`config.mk`:
```
export PLATFORM = sky130hd
export DESIGN_NAME = exchange_sort_engine_core
export DESIGN_NICKNAME = d
export VERILOG_FILES = /design/src/sv/esort_pkg.sv /design/src/sv/exchange_sort_engine_core.sv /design/src/sv/esort_store.sv
export SDC_FILE = /design/constraint.sdc
export NUM_CORES = 2
export LEC_CHECK = 0
export ABC_AREA = 1
export ABC_CLOCK_PERIOD_IN_PS = 4000
export BUFFER_PORTS_ARGS = -buffer_cell sky130_fd_sc_hd__buf_4
export CORE_MARGIN = 2
export CORE_UTILIZATION = 25
export DETAILED_ROUTE_END_ITERATION = 7
export GPL_TIMING_DRIVEN = 0
export PLACE_DENSITY = 0.39
export SLEW_MARGIN = 20
export SYNTH_ARGS = -nofsm -noshare
export SYNTH_HDL_FRONTEND = slang
export SYNTH_SLANG_ARGS = --single-unit
```
`constraint.sdc`:
```
create_clock -name clk -period 4 [get_ports clk]
set_clock_uncertainty 0.15 [all_clocks]
set_input_delay 0.6 -clock clk [delete_from_list [all_inputs] [get_ports clk]]
set_output_delay 0.6 -clock clk [all_outputs]
set_load 0.02 [all_outputs]
```
`src/sv/esort_pkg.sv`:
```
// esort_pkg: shared types for the exchange sort engine.
// Holds the element word type and the sequencer state encoding.
// No dependencies.
package esort_pkg;

  localparam int WORD_W = 32;

  typedef logic signed [WORD_W-1:0] word_t;

  typedef enum logic [7:0] {
    S_LOAD  = 8'b0000_0001,
    S_START = 8'b0000_0010,
    S_LDI   = 8'b0000_0100,
    S_CMP   = 8'b0000_1000,
    S_WRI   = 8'b0001_0000,
    S_ERD   = 8'b0010_0000,
    S_ELD   = 8'b0100_0000,
    S_EWAIT = 8'b1000_0000
  } state_t;

endpackage

```
`src/sv/exchange_sort_engine_core.sv`:
```
// exchange_sort_engine_core: collects a set of signed words, sorts it with an
// exchange sort held in one memory, and emits it ascending. Depends on esort_pkg, esort_store.
// The sort steps through S_START, S_LDI, S_CMP and S_WRI, one compare per cycle in each pass
// through the single memory read port; each result is then loaded in S_ELD and held in S_EWAIT.
// Throughput: one set at a time; input is stalled from the last item until the last result.
// Reset: synchronous, clears count, overflow flag, state and output valid; store is not cleared.
module exchange_sort_engine_core #(
  parameter int CAPACITY = 64
) (
  input  logic             clk,
  input  logic             rst,
  input  logic             in_valid,
  output logic             in_stall,
  input  esort_pkg::word_t value,
  input  logic             last,
  output logic             out_valid,
  input  logic             out_stall,
  output esort_pkg::word_t sorted_value,
  output logic             last_out,
  output logic             overflow
);
  import esort_pkg::*;

  localparam int AW = $clog2(CAPACITY);
  localparam int CW = $clog2(CAPACITY + 1);
  localparam logic [CW-1:0] CAP_C = CW'(CAPACITY);

  state_t        state;
  logic [CW-1:0] count;
  logic          dropped;
  logic [AW-1:0] i;
  logic [AW-1:0] j;
  logic [AW-1:0] k;
  word_t         cur;

  logic          mem_we;
  logic [AW-1:0] mem_waddr;
  word_t         mem_wdata;
  logic          mem_re;
  logic [AW-1:0] mem_raddr;
  word_t         mem_rdata;

  logic [CW-1:0] i_ext;
  logic [CW-1:0] j_ext;
  logic [CW-1:0] k_ext;
  logic [CW-1:0] j_inc;
  logic [CW-1:0] i_inc;
  logic [CW-1:0] i_inc2;
  logic [CW-1:0] k_inc;
  logic [CW-1:0] count_next;
  logic          has_room;
  logic          j_more;
  logic          i_more;
  logic          swap;

  esort_store #(
    .DEPTH(CAPACITY),
    .AW   (AW)
  ) u_store (
    .clk  (clk),
    .we   (mem_we),
    .waddr(mem_waddr),
    .wdata(mem_wdata),
    .re   (mem_re),
    .raddr(mem_raddr),
    .rdata(mem_rdata)
  );

  assign in_stall   = (state != S_LOAD);
  assign i_ext      = CW'(i);
  assign j_ext      = CW'(j);
  assign k_ext      = CW'(k);
  assign j_inc      = j_ext + CW'(1);
  assign i_inc      = i_ext + CW'(1);
  assign i_inc2     = i_ext + CW'(2);
  assign k_inc      = k_ext + CW'(1);
  assign has_room   = (count < CAP_C);
  assign count_next = has_room ? count + CW'(1) : count;
  assign j_more     = (j_inc < count);
  assign i_more     = (i_inc2 < count);
  assign swap       = (cur > mem_rdata);

  always_comb begin
    mem_we    = 1'b0;
    mem_waddr = '0;
    mem_wdata = value;
    mem_re    = 1'b0;
    mem_raddr = '0;
    case (state)
      S_LOAD: begin
        if (in_valid && has_room) begin
          mem_we    = 1'b1;
          mem_waddr = count[AW-1:0];
        end
      end
      S_START: begin
        mem_re = 1'b1;
      end
      S_LDI: begin
        mem_re    = 1'b1;
        mem_raddr = j;
      end
      S_CMP: begin
        mem_we    = swap;
        mem_waddr = j;
        mem_wdata = cur;
        mem_re    = j_more;
        mem_raddr = j_inc[AW-1:0];
      end
      S_WRI: begin
        mem_we    = 1'b1;
        mem_waddr = i;
        mem_wdata = cur;
        mem_re    = i_more;
        mem_raddr = i_inc[AW-1:0];
      end
      S_ERD: begin
        mem_re    = 1'b1;
        mem_raddr = k;
      end
      S_EWAIT: begin
        mem_re    = !out_stall && !last_out;
        mem_raddr = k_inc[AW-1:0];
      end
      default: begin
        mem_re = 1'b0;
      end
    endcase
  end

  always_ff @(posedge clk) begin
    if (rst) begin
      state     <= S_LOAD;
      count     <= '0;
      dropped   <= 1'b0;
      out_valid <= 1'b0;
    end else begin
      case (state)
        S_LOAD: begin
          if (in_valid) begin
            count <= count_next;
            if (!has_room) begin
              dropped <= 1'b1;
            end
            if (last) begin
              i     <= '0;
              j     <= AW'(1);
              k     <= '0;
              state <= (count_next > CW'(1)) ? S_START : S_ERD;
            end
          end
        end
        S_START: begin
          state <= S_LDI;
        end
        S_LDI: begin
          cur   <= mem_rdata;
          state <= S_CMP;
        end
        S_CMP: begin
          if (swap) begin
            cur <= mem_rdata;
          end
          if (j_more) begin
            j <= j_inc[AW-1:0];
          end else begin
            state <= S_WRI;
          end
        end
        S_WRI: begin
          if (i_more) begin
            i     <= i_inc[AW-1:0];
            j     <= i_inc2[AW-1:0];
            state <= S_LDI;
          end else begin
            state <= S_ERD;
          end
        end
        S_ERD: begin
          state <= S_ELD;
        end
        S_ELD: begin
          out_valid    <= 1'b1;
          sorted_value <= mem_rdata;
          last_out     <= (k_inc == count);
          overflow     <= dropped;
          state        <= S_EWAIT;
        end
        S_EWAIT: begin
          if (!out_stall) begin
            out_valid <= 1'b0;
            if (last_out) begin
              count   <= '0;
              dropped <= 1'b0;
              state   <= S_LOAD;
            end else begin
              k     <= k_inc[AW-1:0];
              state <= S_ELD;
            end
          end
        end
        default: begin
          state <= S_LOAD;
        end
      endcase
    end
  end

  a_count_bound: assert property (@(posedge clk) disable iff (rst)
    count <= CAP_C)
    else $error("element count beyond capacity");

  a_out_state: assert property (@(posedge clk) disable iff (rst)
    out_valid |-> (state == S_EWAIT))
    else $error("result valid outside emit wait");

  a_cmp_order: assert property (@(posedge clk) disable iff (rst)
    (state == S_CMP) |-> (j > i))
    else $error("compare index not beyond anchor index");

  a_port_clash: assert property (@(posedge clk) disable iff (rst)
    (mem_we && mem_re) |-> (mem_waddr != mem_raddr))
    else $error("read and write to the same entry in one cycle");

  a_run_end: assert property (@(posedge clk) disable iff (rst)
    (out_valid && !out_stall && last_out) |=> (count == '0 && !dropped && state == S_LOAD))
    else $error("set state not cleared after final item");

endmodule

```
`src/sv/esort_store.sv`:
```
// esort_store: element store, one write port and one registered read port.
// Read data is registered, appearing in the cycle after the read enable, and holds otherwise.
// Depends on esort_pkg.
module esort_store #(
  parameter int DEPTH = 64,
  parameter int AW    = 6
) (
  input  logic            clk,
  input  logic            we,
  input  logic [AW-1:0]   waddr,
  input  esort_pkg::word_t wdata,
  input  logic            re,
  input  logic [AW-1:0]   raddr,
  output esort_pkg::word_t rdata
);
  import esort_pkg::*;

  word_t mem [DEPTH];

  always_ff @(posedge clk) begin
    if (we) begin
      mem[waddr] <= wdata;
    end
  end

  always_ff @(posedge clk) begin
    if (re) begin
      rdata <= mem[raddr];
    end
  end

endmodule
```
==> metrics.txt <==
Setup TNS Final=-0.152 ns; status=complete, but fails checks; data required time of the worst path=4.47 ns; flop2flop setup slack=-0.07 ns; Max-Cap Viols=0; leakage=49.1 nW; core area=383,000 um^2; share of cells above drive strength 1=0.128; RR Endpoint=u_store.rdata[29]$_DFFE_PP_; area of the multi-input gates=22,000 um^2; Crit Path Class=reg -> reg; H-tree depth=5; final hold viol count=0; hold path start=value[14]; syn avg cell area=10.4 um^2; Worst setup EP type=flop; Initial Util=0.252; final setup fails=5; area of placed instances=107,000 um^2; clock sink count=2,181; Slew headroom=0.313; measured slew at the worst slew-check pin=1.03 ns; DRT iter0 DRCs=6,650; CP arrival=4.53 ns; Vias=67.4k; WL/cell=24.7 um; highest-delay cell along the critical path=nand3_1; # fillers=39.1k; clock slew at reported path FFs=0.06 ns; pin count of the biggest net entering global routing=49; Clock Path Buffers=4; crit path launch type=flop; crit-path max FO=10; most used cell, CP=nand3_1; Worst R2R Start=state[5]$_SDFFE_PP0P_; PD cells=463 nW/um^2; DRT antenna net count=0; hold endpoint=u_store.mem[7][14]$_DFFE_PP_; Synthesized Nets=9,393; total CTS buffers=265; final core utilization=0.307; full die area=390,000 um^2; final count of pins violating max slew=0; Mapped Cells=9,307; Mapped Area=96,300 um^2; YS warnings=0; Root Buffer=clkbuf_16; DRC Markers=0; DP Wirelength=273 mm; port buffer count=71; chip height=625 um; Pre-antenna DRT Iters=8; FP Rows=227; VDD IR max=0.000338 V; violated checks=negative setup slack; IO Pins=73; width of the die=625 um; RSZ-0062 raised after global routing=true; Area Growth Syn to Fin=22.1%; register area=65,300 um^2; slowest cell delay on critical path=0.36 ns; Synth Register Bits=2,181; sequential-to-total area share from yosys stat=0.678; hold path depth=3; Min Clock Period, post-route=4.07 ns; worst-skew pair later-pin latency=0.91 ns; GP Congestion=0.923; fin crit share=1.02; overflow left after global routing=0; Finished Cell Area=118,000 um^2; total track usage=0.188; initial antenna violation count=21; nets=10.0k; CP Cell Sequence=inv_2 -> nand2_2 -> nor2_4 -> nand3_1 -> nand2_4 -> inv_2 -> nand2_4 -> buf_6 -> buf_6 -> buf_2 -> nand2_1 -> nand3_1 -> nand3_1 -> nand3_1 -> nand3_1 -> nand3_1 -> nand2_1; maximum operating frequency=0.246 GHz; drt total wl=375 mm; Distinct cells, synth=42; Total Power=54.5 mW; vias in the first global route=63.9k; drt via density=4.44; HP Class=in -> reg; CTS tree=yes; global-route wire length before repair=516 mm; final worst slack=-0.0675 ns; worst r2r path cells=17
==> layout by cell type, fill, tap and decap left out, types with 38 or more instances in the layout <==
| cell type | count |
|---|---|
| edfxtp_1 | 2164 |
| nand2_1 | 2117 |
| inv_1 | 2069 |
| nand3_1 | 2002 |
| buf_2 | 312 |
| clkbuf_16 | 277 |
| buf_4 | 226 |
| clkbuf_1 | 105 |
| buf_12 | 104 |
| nor2_4 | 70 |
| buf_16 | 69 |
| clkinv_1 | 56 |
| ha_1 | 49 |
| nor2_1 | 47 |
| nand2_4 | 40 |
| o211ai_1 | 38 |
==> metal layers <==
metal | up-vias | share of wire | routed length, um | track usage
met3 | 520 | 0.060 | 22600 | 0.0305
met4 | 0 | 0.037 | 14100 | 0.0644
met1 | 33247 | 0.45 | 167000 | 0.256
li1 | 31567 | - | - | -
met2 | 2072 | 0.46 | 171000 | 0.303
met5 | - | 0 | 0 | 0
==> area by class of cell <==
cell class                      count  share of cell area
Clock buffer                      352              0.0613
Multi-Input combinational cell   4576               0.187
Timing Repair Buffer              354              0.0455
Antenna cell                       13            0.000277
Tap cell                         5038              0.0536
Sequential cell                  2181               0.555
Clock inverter                    115             0.00800
Inverter                         2087              0.0666
Buffer                            462              0.0218
==> cells by family (layout without fill, tap and decap cells) <==
family | count (synthesis) | in the layout | synth area share
fa+ha+maj | 49 | 49 | 0.00636
flops | 2181 | 2181 | 0.678
buf+inv | 2550 | 3370 | 0.106
compound gates | 157 | 157 | 0.0106
other cells | 0 | 13 | 0
xor+xnor | 14 | 14 | 0.00127
simple gates | 4356 | 4356 | 0.198
==> power by group <==
group | switching [mW] | total [mW] | internal (mW)
sequential | 0.208 | 25.8 | 25.6
combinational | 4.01 | 5.41 | 1.40
clock | 9.78 | 23.2 | 13.5
==> per-stage QoR <==
step,cells,hold WS [ns],worst slack [ns]
global route,15167,0.190,-0.0546
finish,15178,0.150,-0.0675
detailed placement,14554,0.270,-1.04
CTS,15153,0.0834,-0.0105
global placement,14416,0.272,-3.28
floorplan,9307,0.253,0.161
==> sequential cells by signal, indices dropped and copies added, names as in the netlist, 6 cells and up <==
| register | cells |
|---|---|
| count | 7 |
| cur | 32 |
| i | 6 |
| j | 6 |
| k | 6 |
| sorted_value | 32 |
| state | 8 |
| u_store.mem | 2048 |
| u_store.rdata | 32 |
==> what timing repair did <==
action | in CTS | in global routing
gates resized for setup | 102 | 73
endpoints found under the hold margin | 9 | 0
buffers inserted | 129 | 13
hold buffers | 3 | 0
pin swaps | 54 | 12
setup endpoints to repair | 2080 | 452
==> how the worst max path moves through the flow <==
stage	depth (start not counted)	start	slack [ns]	to
final	17	state[5]$_SDFFE_PP0P_	-0.07	u_store.rdata[29]$_DFFE_PP_
after global routing	16	state[5]$_SDFFE_PP0P_	-0.05	u_store.rdata[30]$_DFFE_PP_
after CTS	16	state[1]$_SDFFE_PP0P_	-0.01	u_store.rdata[15]$_DFFE_PP_
after global placement	12	u_store.rdata[31]$_DFFE_PP_	-3.28	u_store.mem[56][13]$_DFFE_PP_
after floorplan	11	cur[31]$_DFFE_PP_	0.16	u_store.mem[0][0]$_DFFE_PP_
after detailed placement	13	u_store.rdata[31]$_DFFE_PP_	-1.04	u_store.mem[53][18]$_DFFE_PP_
==> worst max-delay path: cells and delay by family, from the launching register on <==
| family | cells | cell delay [ns] |
|---|---|---|
| DFF | 1 | 0.32 |
| buffers and inverters | 5 | 1.01 |
| and+or+nand+nor | 12 | 2.25 |
==> cell usage after synthesis, drive strengths merged <==
| master | instances | area [um^2] |
|---|---|---|
| nand2 | 2164 | 8160 |
| o2111ai | 2 | 17.5 |
| nand3 | 2045 | 10200 |
| o32ai | 1 | 8.76 |
| o21bai | 32 | 240 |
| nand3b | 1 | 7.51 |
| xor2 | 14 | 123 |
| a221oi | 2 | 17.5 |
| nand4 | 12 | 81.3 |
| ha | 49 | 613 |
| nor4 | 4 | 25.0 |
| a211oi | 8 | 60.1 |
| o31ai | 1 | 7.51 |
| edfxtp | 2164 | 65000 |
| and3 | 1 | 6.26 |
| o21a | 2 | 15.0 |
| inv | 2087 | 7830 |
| dfxtp | 17 | 340 |
| buf | 422 | 2200 |
| a31oi | 2 | 12.5 |
| clkbuf | 41 | 161 |
| a41oi | 1 | 8.76 |
| or2 | 1 | 6.26 |
| o21ai | 20 | 100 |
| o22ai | 7 | 43.8 |
| a21oi | 41 | 205 |
| nor3 | 6 | 30.0 |
| o211ai | 38 | 285 |
| nor2 | 122 | 502 |
(Power assumes the default switching activity.)
